$ cat config.mk
export PLATFORM = sky130hd
export DESIGN_NAME = fibonacci_mod_prime_matrix_power_top
export DESIGN_NICKNAME = d
export VERILOG_FILES = /design/src/fmp_pkg.sv /design/src/fmp_mulmod.sv /design/src/fmp_seq.sv /design/src/fibonacci_mod_prime_matrix_power_top.sv
export VERILOG_INCLUDE_DIRS = /design/src /design/src/src
export SDC_FILE = /design/constraint.sdc
export NUM_CORES = 2
export LEC_CHECK = 0
export ABC_AREA = 1
export BUFFER_PORTS_ARGS = -buffer_cell sky130_fd_sc_hd__clkbuf_2
export CORE_ASPECT_RATIO = 0.6
export CORE_MARGIN = 3
export CORE_UTILIZATION = 60
export DETAILED_ROUTE_END_ITERATION = 10
export GPL_TIMING_DRIVEN = 0
export PLACE_DENSITY = 0.9
export SLEW_MARGIN = 20
export SYNTH_ARGS = -nofsm -noshare
export SYNTH_HDL_FRONTEND = slang
export SYNTH_SLANG_ARGS = --single-unit
$ cat constraint.sdc
create_clock -name clk -period 8.4 [get_ports clk]
set_input_delay 0.84 -clock clk [delete_from_list [all_inputs] [get_ports clk]]
set_output_delay 0.84 -clock clk [all_outputs]
set_load 0.005 [all_outputs]
$ cat src/fibonacci_mod_prime_matrix_power_top_macros.svh
// Assertion helpers shared by the RTL that checks itself.
// Both expect signals named clk and rst_n in the calling scope.
`ifndef FIBONACCI_MOD_PRIME_MATRIX_POWER_TOP_MACROS_SVH
`define FIBONACCI_MOD_PRIME_MATRIX_POWER_TOP_MACROS_SVH

// Same-cycle implication
`define FMP_ASSERT_NOW(lbl, ante, cons, msg) \
  lbl: assert property (@(posedge clk) disable iff (!rst_n) (ante) |-> (cons)) \
    else $error(msg);

// Next-cycle implication
`define FMP_ASSERT_NEXT(lbl, ante, cons, msg) \
  lbl: assert property (@(posedge clk) disable iff (!rst_n) (ante) |=> (cons)) \
    else $error(msg);

`endif

$ cat src/fmp_pkg.sv
`timescale 1ns / 1ps
package fmp_pkg;

  localparam int unsigned LEN_W        = 62;
  localparam int unsigned ELEM_W       = 30;
  localparam int unsigned EXP_BITS_DEF = 64;

  // Prime modulus and its Barrett factor floor(2^60 / p)
  localparam logic [ELEM_W-1:0] FIB_MOD = 30'd1000000007;
  localparam logic [30:0]       BARRETT_MU = 31'((64'd1 << 60) / 64'd1000000007);

  // Product tags, one per multiply of a squaring step
  typedef logic [1:0] tag_t;
  localparam tag_t TAG_AA  = 2'd0;
  localparam tag_t TAG_BB  = 2'd1;
  localparam tag_t TAG_DD  = 2'd2;
  localparam tag_t TAG_BAD = 2'd3;

  typedef struct packed {
    logic              valid;
    tag_t              tag;
    logic [ELEM_W-1:0] opa;
    logic [ELEM_W-1:0] opb;
  } mm_req_t;

  typedef struct packed {
    logic              valid;
    tag_t              tag;
    logic [ELEM_W-1:0] value;
  } mm_rsp_t;

  typedef struct packed {
    logic              valid;
    logic [ELEM_W-1:0] value;
  } seq_done_t;

  // Modular add of two reduced residues
  function automatic logic [ELEM_W-1:0] add_mod(input logic [ELEM_W-1:0] x,
                                                input logic [ELEM_W-1:0] y);
    logic [ELEM_W:0] s;
    logic [ELEM_W:0] t;
    s = {1'b0, x} + {1'b0, y};
    t = s - {1'b0, FIB_MOD};
    add_mod = (s >= {1'b0, FIB_MOD}) ? t[ELEM_W-1:0] : s[ELEM_W-1:0];
  endfunction

endpackage

$ cat src/fmp_mulmod.sv
`timescale 1ns / 1ps
module fmp_mulmod (
  input  logic             clk,
  input  logic             rst_n,
  input  fmp_pkg::mm_req_t req,
  output fmp_pkg::mm_rsp_t rsp
);
  import fmp_pkg::*;

  logic [59:0] prod_r;
  logic [31:0] x2_r;
  logic [61:0] q2_r;
  logic [31:0] x3_r;
  logic [31:0] qp_r;
  logic [31:0] rem_r;
  logic [31:0] rem_p;
  logic [31:0] rem_2p;
  logic [ELEM_W-1:0] red_nxt;
  logic [3:0]  v_r;
  tag_t        tag1_r, tag2_r, tag3_r, tag4_r;
  mm_rsp_t     rsp_r;

  // Pick the remainder below p; Barrett leaves it below 3p
  always_comb begin
    rem_p  = rem_r - {2'b00, FIB_MOD};
    rem_2p = rem_r - {1'b0, FIB_MOD, 1'b0};
    if (rem_r >= {1'b0, FIB_MOD, 1'b0}) begin
      red_nxt = rem_2p[ELEM_W-1:0];
    end else if (rem_r >= {2'b00, FIB_MOD}) begin
      red_nxt = rem_p[ELEM_W-1:0];
    end else begin
      red_nxt = rem_r[ELEM_W-1:0];
    end
  end

  // Advance the valid line
  always_ff @(posedge clk) begin
    if (!rst_n) begin
      v_r         <= '0;
      rsp_r.valid <= 1'b0;
    end else begin
      v_r         <= {v_r[2:0], req.valid};
      rsp_r.valid <= v_r[3];
    end
  end

  // Product, quotient estimate, quotient times p, difference, correction
  always_ff @(posedge clk) begin
    tag1_r      <= req.tag;
    prod_r      <= {30'd0, req.opa} * {30'd0, req.opb};
    tag2_r      <= tag1_r;
    x2_r        <= prod_r[31:0];
    q2_r        <= {31'd0, prod_r[59:29]} * {31'd0, BARRETT_MU};
    tag3_r      <= tag2_r;
    x3_r        <= x2_r;
    qp_r        <= 32'({31'd0, q2_r[61:31]} * {32'd0, FIB_MOD});
    tag4_r      <= tag3_r;
    rem_r       <= x3_r - qp_r;
    rsp_r.tag   <= tag4_r;
    rsp_r.value <= red_nxt;
  end

  assign rsp = rsp_r;

endmodule

$ cat src/fmp_seq.sv
`timescale 1ns / 1ps
module fmp_seq #(
  parameter int unsigned EXP_BITS = fmp_pkg::EXP_BITS_DEF
) (
  input  logic               clk,
  input  logic               rst_n,
  input  logic               start,
  input  logic [EXP_BITS-1:0] exp_i,
  output logic               ready,
  output fmp_pkg::seq_done_t done,
  input  logic               ack,
  output fmp_pkg::mm_req_t   req,
  input  fmp_pkg::mm_rsp_t   rsp
);
  import fmp_pkg::*;

  localparam int unsigned CNT_W = $clog2(EXP_BITS);

  typedef enum logic [6:0] {
    S_IDLE  = 7'b0000001,
    S_PREP  = 7'b0000010,
    S_ISSUE = 7'b0000100,
    S_WAIT  = 7'b0001000,
    S_COMB  = 7'b0010000,
    S_STEP  = 7'b0100000,
    S_DONE  = 7'b1000000
  } state_t;

  state_t              state_r, state_nxt;
  logic [EXP_BITS-1:0] exp_r, exp_nxt;
  logic [CNT_W-1:0]    cnt_r, cnt_nxt;
  logic [ELEM_W-1:0]   a_r, a_nxt, b_r, b_nxt, d_r, d_nxt;
  logic [ELEM_W-1:0]   apd_r, apd_nxt;
  tag_t                iss_r, iss_nxt;
  logic [ELEM_W-1:0]   paa_r, pbb_r, pdd_r, pbad_r;
  mm_req_t             req_r, req_nxt;

  // The running power stays symmetric, so [[a,b],[b,d]] is held as a, b, d
  always_comb begin
    state_nxt   = state_r;
    exp_nxt     = exp_r;
    cnt_nxt     = cnt_r;
    a_nxt       = a_r;
    b_nxt       = b_r;
    d_nxt       = d_r;
    apd_nxt     = apd_r;
    iss_nxt     = iss_r;
    req_nxt     = req_r;
    req_nxt.valid = 1'b0;
    case (state_r)
      S_IDLE: begin
        if (start) begin
          exp_nxt   = exp_i;
          cnt_nxt   = CNT_W'(EXP_BITS - 1);
          a_nxt     = ELEM_W'(1);
          b_nxt     = '0;
          d_nxt     = ELEM_W'(1);
          state_nxt = S_PREP;
        end
      end
      S_PREP: begin
        apd_nxt   = add_mod(a_r, d_r);
        iss_nxt   = TAG_AA;
        state_nxt = S_ISSUE;
      end
      S_ISSUE: begin
        req_nxt.valid = 1'b1;
        req_nxt.tag   = iss_r;
        case (iss_r)
          TAG_AA: begin
            req_nxt.opa = a_r;
            req_nxt.opb = a_r;
          end
          TAG_BB: begin
            req_nxt.opa = b_r;
            req_nxt.opb = b_r;
          end
          TAG_DD: begin
            req_nxt.opa = d_r;
            req_nxt.opb = d_r;
          end
          default: begin
            req_nxt.opa = b_r;
            req_nxt.opb = apd_r;
          end
        endcase
        iss_nxt = iss_r + tag_t'(1);
        if (iss_r == TAG_BAD) begin
          state_nxt = S_WAIT;
        end
      end
      S_WAIT: begin
        if (rsp.valid && rsp.tag == TAG_BAD) begin
          state_nxt = S_COMB;
        end
      end
      S_COMB: begin
        a_nxt     = add_mod(paa_r, pbb_r);
        d_nxt     = add_mod(pbb_r, pdd_r);
        b_nxt     = pbad_r;
        state_nxt = S_STEP;
      end
      S_STEP: begin
        // Multiply by the base matrix when this exponent bit is set
        if (exp_r[cnt_r]) begin
          a_nxt = add_mod(a_r, b_r);
          b_nxt = a_r;
          d_nxt = b_r;
        end
        if (cnt_r == '0) begin
          state_nxt = S_DONE;
        end else begin
          cnt_nxt   = cnt_r - CNT_W'(1);
          state_nxt = S_PREP;
        end
      end
      S_DONE: begin
        if (ack) begin
          state_nxt = S_IDLE;
        end
      end
      default: begin
        state_nxt = S_IDLE;
      end
    endcase
  end

  // Hold control state
  always_ff @(posedge clk) begin
    if (!rst_n) begin
      state_r     <= S_IDLE;
      req_r.valid <= 1'b0;
    end else begin
      state_r     <= state_nxt;
      req_r.valid <= req_nxt.valid;
    end
  end

  // Hold datapath state
  always_ff @(posedge clk) begin
    exp_r     <= exp_nxt;
    cnt_r     <= cnt_nxt;
    a_r       <= a_nxt;
    b_r       <= b_nxt;
    d_r       <= d_nxt;
    apd_r     <= apd_nxt;
    iss_r     <= iss_nxt;
    req_r.tag <= req_nxt.tag;
    req_r.opa <= req_nxt.opa;
    req_r.opb <= req_nxt.opb;
  end

  // Capture returning products by tag
  always_ff @(posedge clk) begin
    if (rsp.valid) begin
      case (rsp.tag)
        TAG_AA:  paa_r  <= rsp.value;
        TAG_BB:  pbb_r  <= rsp.value;
        TAG_DD:  pdd_r  <= rsp.value;
        default: pbad_r <= rsp.value;
      endcase
    end
  end

  assign req        = req_r;
  assign ready      = (state_r == S_IDLE);
  assign done.valid = (state_r == S_DONE);
  assign done.value = b_r;

endmodule

$ cat src/fibonacci_mod_prime_matrix_power_top.sv
`timescale 1ns / 1ps
// Counts binary strings of length n with no two adjacent zeros: F(n+2) mod 1000000007.
// Input channel: in_valid / in_stall with in_string_length (62 bits, n).
// Result channel: out_valid / out_stall with out_count_mod (30 bits).
// A transaction is taken when valid is high and stall is low at a rising edge.
// The exponent n+2 is cut to its low EXP_BITS bits and walked from the top bit
// down; each bit squares the running matrix and, for a one bit, multiplies it
// by the Fibonacci base matrix (additions only).
// Each squaring issues four products into one pipelined Barrett multiplier
// with five register stages. One transaction is in work at a time; in_stall is
// high while it runs.
// The result sits in an output register; a stalled receiver holds it there,
// and a finished result waits in the sequencer until that register is free,
// so a new input may be taken while the previous result still waits.
// rst_n is synchronous and active low; it empties the multiplier and the
// output register and returns the sequencer to idle.
module fibonacci_mod_prime_matrix_power_top #(
  parameter int unsigned EXP_BITS = fmp_pkg::EXP_BITS_DEF
) (
  input  logic                        clk,
  input  logic                        rst_n,
  input  logic                        in_valid,
  output logic                        in_stall,
  input  logic [fmp_pkg::LEN_W-1:0]   in_string_length,
  output logic                        out_valid,
  input  logic                        out_stall,
  output logic [fmp_pkg::ELEM_W-1:0]  out_count_mod
);
  import fmp_pkg::*;

  `include "fibonacci_mod_prime_matrix_power_top_macros.svh"

  logic                start;
  logic [63:0]         exp_full;
  logic                seq_ready;
  logic                ack;
  seq_done_t           done;
  mm_req_t             mm_req;
  mm_rsp_t             mm_rsp;
  logic                out_valid_r, out_valid_nxt;
  logic [ELEM_W-1:0]   out_count_r;

  // Form the exponent n+2
  assign exp_full = {2'b00, in_string_length} + 64'd2;
  assign start    = in_valid && seq_ready;
  assign in_stall = !seq_ready;

  fmp_seq #(
    .EXP_BITS (EXP_BITS)
  ) u_seq (
    .clk   (clk),
    .rst_n (rst_n),
    .start (start),
    .exp_i (exp_full[EXP_BITS-1:0]),
    .ready (seq_ready),
    .done  (done),
    .ack   (ack),
    .req   (mm_req),
    .rsp   (mm_rsp)
  );

  fmp_mulmod u_mulmod (
    .clk   (clk),
    .rst_n (rst_n),
    .req   (mm_req),
    .rsp   (mm_rsp)
  );

  // Load the output register whenever it is empty or draining
  assign ack           = !out_valid_r || !out_stall;
  assign out_valid_nxt = ack ? done.valid : out_valid_r;

  always_ff @(posedge clk) begin
    if (!rst_n) begin
      out_valid_r <= 1'b0;
    end else begin
      out_valid_r <= out_valid_nxt;
    end
  end

  always_ff @(posedge clk) begin
    if (ack && done.valid) begin
      out_count_r <= done.value;
    end
  end

  assign out_valid     = out_valid_r;
  assign out_count_mod = out_count_r;

  `FMP_ASSERT_NEXT(a_busy_after_accept, in_valid && !in_stall, in_stall, "not busy after accept")
  `FMP_ASSERT_NOW(a_rsp_while_busy, mm_rsp.valid, !seq_ready, "product returned while idle")
  `FMP_ASSERT_NOW(a_result_reduced, out_valid, out_count_mod < FIB_MOD, "result not reduced")

endmodule
# Word level (Yosys, flattened, before mapping)
# Cells that the tools add are included.
# W data, S select, Z words.
# classes
n_addsub	14
mul	3
order_cmp	7
n_eq_ne	19
muxes	28
bitwise_logic	1
n_reduce_logical	22
# op_table
cell	count
$mux W30	11
$pmux W30 S3	3
$pmux W60 S3	1
$sub A30 B30 Y30 const B	6
$add A30 B30 Y31	4
$ge A31 B30 Y1 const B	4
$add A62 B2 Y63 const B	1
$mux W63	1
$mul A30 B30 Y60	1
$mul A31 B28 Y59 const B	1
$pmux W7 S7	1
$mux W7	5
$ge A32 B30 Y1 const B	1
$ge A32 B31 Y1 const B	1
$mul A31 B30 Y32 const B	1
$sub A32 B32 Y32	1
$mux W6	2
$pmux W6 S2	1
$reduce_and A2 Y1	5
$eq A2 B2 Y1 const B	4
$eq A7 B1 Y1 const B	1
$eq A7 B2 Y1 const B	1
$eq A7 B3 Y1 const B	1
$eq A7 B4 Y1 const B	1
other kinds (23)	35
# word_totals
regBits	705
inputBits	66
wordCells	126

# Depth between registers and ports, before layout
# depth
ltp_word	5
depth_mapped	36
mapped_depth_nobuf	35

# Cells and area by module
# From an unflattened synthesis, not the netlist that was laid out.
# unflattened
hier_cells	13077
area_unflattened_um2	97011.8
# by_module_without_submodules
mod	n_inst	cells_per_inst	area_each_um2	seq_area_each_um2
fmp_mulmod	1	8371	64889.7	5285.1
fmp_seq	1	4238	29161.7	11390.9
fibonacci_mod_prime_matrix_power_top	1	468	2960.3	920.9

# Least setup slack after synthesis
# No wires, ideal clock.
# synth_path
kind	register -> register
start	register u_seq.state_r[6]
end	register u_seq.state_r[2]
setup_ns	0.078
t_arrival_ns	8.334
required_ns	8.322
path_slack_ns	-0.012
path_stages_with_launch	10
path_cell_list	dfxtp_1 -> clkbuf_1 -> nor3_1 -> inv_1 -> nor4_1 -> inv_1 -> o22ai_1 -> or3_1 -> o21ai_0 -> nor2_1
# synth_between
elab_chain_len	4
elab_cells_between_ends	14
# synth_lines
element	line_no	text
from (decl)	fmp_seq.sv:29	state_t state_r, state_nxt;
from (signal assigned)	fmp_seq.sv:134	state_r <= state_nxt;
$eq A7 B1 Y1	fmp_seq.sv:50, fmp_seq.sv:166	
$logic_and A1 B1 Y1	fibonacci_mod_prime_matrix_power_top.sv:45	assign start = in_valid && seq_ready;
$ne A2 B2 Y1 (no line)	--	
$reduce_and A4 Y1 (no line)	--	
# Parallel ways exist; a longest one is shown, timed or not.
# A chain may end at the register's enable or synchronous reset.

# Final worst setup path
# layout_path
start	register u_seq.req_r (netlist bit u_seq.req[27])
end	register u_mulmod.prod_r[56]
# layout_between
elab_chain_len	1
# layout_lines
element	line_no	text
from (decl)	fmp_seq.sv:36	mm_req_t req_r, req_nxt;
$mul A30 B30 Y60	fmp_mulmod.sv:50	prod_r <= {30'd0, req.opa} * {30'd0, req.opb};
to (signal assigned)	fmp_mulmod.sv:50	
to (decl)	fmp_mulmod.sv:10	logic [59:0] prod_r;
# Every way passes these cells.

==> summary.md <==
| Metric | Value |
|---|---|
| Final #Nets | `14100` |
| Chip width | `512 um` |
| Synth top area cells | `fa_1 (27%), edfxtp_1 (13%), ha_1 (13%)` |
| EDFF count, synth | `403` |
| Hold Crit Class | `flop to flop` |
| Site Rows | `110` |
| WP data required | `8.97 ns` |
| Number of fill cells in the layout | `12400` |
| Syn. warnings | `0` |
| Avg Inst Size Synth | `7.87 um2` |
| F_max | `119 MHz` |
| Clock sinks | `676` |
| Post-synth cell types | `64` |
| Global-route wire length before repair | `489000 um` |
| Wire per inst | `23.5 um` |
| Yosys top cell area share | `26.7%` |
| Max-cap violation count | `0` |
| CP Max Fanout | `10` |
| Clock slew at reported path FFs | `0.07 ns` |
| Clock Path Buffers | `3` |
| P&R area growth vs syn | `6.34%` |
| Hold path cells | `0` |
| Asr flop ratio synth | `0%` |
| Placer's final routability congestion estimate | `1.12` |
| Slew @ Worst Pin | `1.22 ns` |
| Multi-input gate area | `62700 um2` |
| # IOs | `98` |
| Drt total wl | `328000 um` |
| Critical R2R Capture | `u_mulmod.prod_r[56]` |
| Clock skew | `0.0547 ns` |
| Status | `finished, violations left` |
| Largest area contributor in the netlist | `fa_1` |
| Hpwl dp | `272000 um` |
| Gr ovfl total | `0` |
| Core ar. | `151000 um2` |
| Synthesized cell area | `92000 um2` |
| Min-Delay Endpoint | `u_mulmod.x2_r[22]` |
| RSZ-0062 raised after global routing | `yes` |
| Root Driver | `clkbuf_16` |
| WP data arrival | `8.99 ns` |
| DR iter-0 viols | `12800` |
| Commonest cells post-synth | `nand2_1 (3026), inv_1 (2865), fa_1 (1228)` |
| Post-route ant nets | `0` |
| Hold Crit Start | `u_mulmod.prod_r[22]` |
| Dominant synthesized flop cell | `edfxtp_1` |
| Post-CTS setup buffers | `0` |
| Initial Util | `60.9%` |
| Rel. slew slack | `18.9%` |
| Total GRT Usage | `41.2%` |
| Sequential element share of the synthesized area | `19.1%` |
| FF-to-FF path depth | `27` |
| Total CTS buffers | `68` |
| Failing checks | `design-rule violations, negative setup slack` |
| CP Capture Type | `flop` |
| Die ar. | `158000 um2` |
| Share of cells above drive strength 1 | `3.41%` |
| Antenna violations before repair | `19` |
| H-tree levels | `3` |
| Reg-to-reg setup timing slack | `-0.02 ns` |
| Fin. max-slew vios | `0` |
| Most numerous cell in the Yosys netlist | `nand2_1` |
| Sequential Area | `17600 um2` |
| Residual DRC | `11` |
| Post-Syn Instances | `11700` |
| Die Y | `309 um` |
| Final Hold Violating Endpoints | `0` |
| Post-route worst setup slack | `-0.0191 ns` |
| Pin count of the biggest net entering global routing | `54` |
| Via-to-Cell Ratio | `5.92` |
| Fin crit share | `100%` |
| Setup Crit Path Kind | `flop to flop` |
| Synth Net Count | `13900` |
| Synth Register Bits | `676` |
| Worst Setup Start Kind | `flop` |
| Vias in the first global route | `79400` |
| Final setup viols | `1` |
| Crit path time final | `8.42 ns` |
| PortBufs | `97` |
| Clk_lat worst skew | `0.71 ns` |
| Length of the first detailed-routing pass in iterations | `11` |
| Setup Total Neg Slack | `-0.0191 ns` |
| CTS tree | `built` |
| Via count | `82700` |
| Reg-to-Reg Start | `u_seq.req[27]` |
## flip-flops by register name (all words and copies together), names as in the netlist, 4 cells and up
name / cells
u_mulmod.qp_r: 32
u_mulmod.q2_r: 31
u_seq.pbb_r: 30
u_seq.a_r: 30
u_mulmod.x2_r: 32
u_seq.pdd_r: 30
u_seq.req: 63
out_count_mod: 30
u_seq.d_r: 30
u_seq.cnt_r: 6
u_mulmod.x3_r: 32
u_seq.exp_r: 63
u_mulmod.rem_r: 32
u_seq.apd_r: 30
u_mulmod.prod_r: 60
u_mulmod.rsp: 33
u_seq.b_r: 30
u_seq.paa_r: 30
u_mulmod.v_r: 4
u_seq.state_r: 7
u_seq.pbad_r: 30
## cells in the final DEF, fill, tap and decap left out, types with 13 or more instances in the layout
| cell | count |
|---|---|
| nand2_1 | 3026 |
| inv_1 | 2865 |
| fa_1 | 1228 |
| ha_1 | 927 |
| nor2_1 | 641 |
| nand3_1 | 512 |
| edfxtp_1 | 403 |
| a21oi_1 | 339 |
| dfxtp_1 | 273 |
| o21ai_0 | 271 |
| xor2_1 | 233 |
| clkbuf_2 | 182 |
| clkbuf_1 | 167 |
| nand4_1 | 139 |
| xnor2_1 | 100 |
| nor3_1 | 81 |
| clkbuf_16 | 72 |
| nor4_1 | 38 |
| a31oi_1 | 37 |
| a22o_1 | 30 |
| o22ai_1 | 30 |
| a21o_1 | 27 |
| o21bai_1 | 24 |
| o21a_1 | 24 |
| buf_4 | 23 |
| o211ai_1 | 19 |
| nand3b_1 | 16 |
| buf_2 | 15 |
| and2_1 | 15 |
| diode_2 | 14 |
| a21boi_0 | 13 |
| nand3_2 | 13 |
## logic make-up after synthesis
kind of cell	Yosys count	share of synthesized area [%]
xor gates and xnor gates	335	3.20
and+or+nand+nor	4530	20.1
AOI/OAI and AO/OA	865	5.37
adders and majority gates	2155	39.3
DFF	676	19.1
buffers and inverters	3138	12.9
## worst max-delay path, cell delays in order, from the launching register on
cell	delay [ns]
edfxtp_1	0.39
buf_1	0.91
nand2_1	0.10
inv_1	0.13
fa_1	0.46
fa_1	0.54
fa_1	0.46
fa_1	0.68
fa_1	0.56
fa_1	0.53
fa_1	0.52
inv_1	0.05
fa_1	0.51
inv_1	0.05
ha_1	0.40
nand2_1	0.10
nor2_1	0.21
nand2_1	0.15
nor4_2	0.25
nand3_1	0.14
nand3_1	0.25
nand2_1	0.10
nand2_1	0.14
a21oi_1	0.13
o21ai_1	0.24
nand3_1	0.13
nand3_1	0.09
nand2_1	0.09
## worst max-delay path by stage
| stage | startpoint | to | slack (ns) | cells after the start |
|---|---|---|---|---|
| detailed placement | u_seq.req[52] | u_mulmod.prod_r[56] | 0.05 | 27 |
| global placement | u_seq.state_r[6] | u_seq.d_r[25] | -0.45 | 6 |
| floorplan | u_seq.req[15] | u_mulmod.prod_r[56] | 1.58 | 31 |
| finish | u_seq.req[27] | u_mulmod.prod_r[56] | -0.02 | 27 |
| global route | u_seq.req[27] | u_mulmod.prod_r[56] | -0.08 | 27 |
| CTS | u_seq.req[51] | u_mulmod.prod_r[56] | 0.02 | 27 |
## per-layer routing
layer | vias to the layer above | track usage (%) | part of all wire (%)
met5 | - | 4.11 | 0.41
met4 | 59 | 10.4 | 3.3
met3 | 1007 | 26.8 | 22
met2 | 7128 | 51.6 | 36
met1 | 38500 | 57.4 | 39
li1 | 36000 | - | -
## per-stage QoR
step                      hold WS (ns)  worst slack [ns]  instances  area [um2]  util (%)
after floorplan                  0.310              1.58      11700       92100         -
after global placement           0.310            -0.447      13800       95100      62.9
after detailed placement         0.312            0.0460      13800       95400      63.1
after CTS                        0.323            0.0185      14000       97700      64.7
after global routing             0.327           -0.0802      14000       97900      64.8
final                            0.323           -0.0191      14000       97900      64.8
## final cells by class
cell class                 count  share of cell area [%]
buffer                       270                    1.24
multi-input combinational   7885                    64.0
sequential                   676                    17.9
antenna                       14                  0.0358
clock buffer                  86                    1.93
timing repair buffer         125                   0.794
inverter                    2868                    11.0
clock inverter                39                   0.441
tap                         2016                    2.58
## repair_timing
| item | 4_1_cts | 5_1_grt |
|---|---|---|
| hold buffers | 0 | 0 |
| setup endpoints to repair | 1 | 18 |
| gates resized for setup | 2 | 230 |
Power is left out: the tool's default activity adds up to more than one toggle a clock period on the data nets, which glitch-free logic cannot reach.
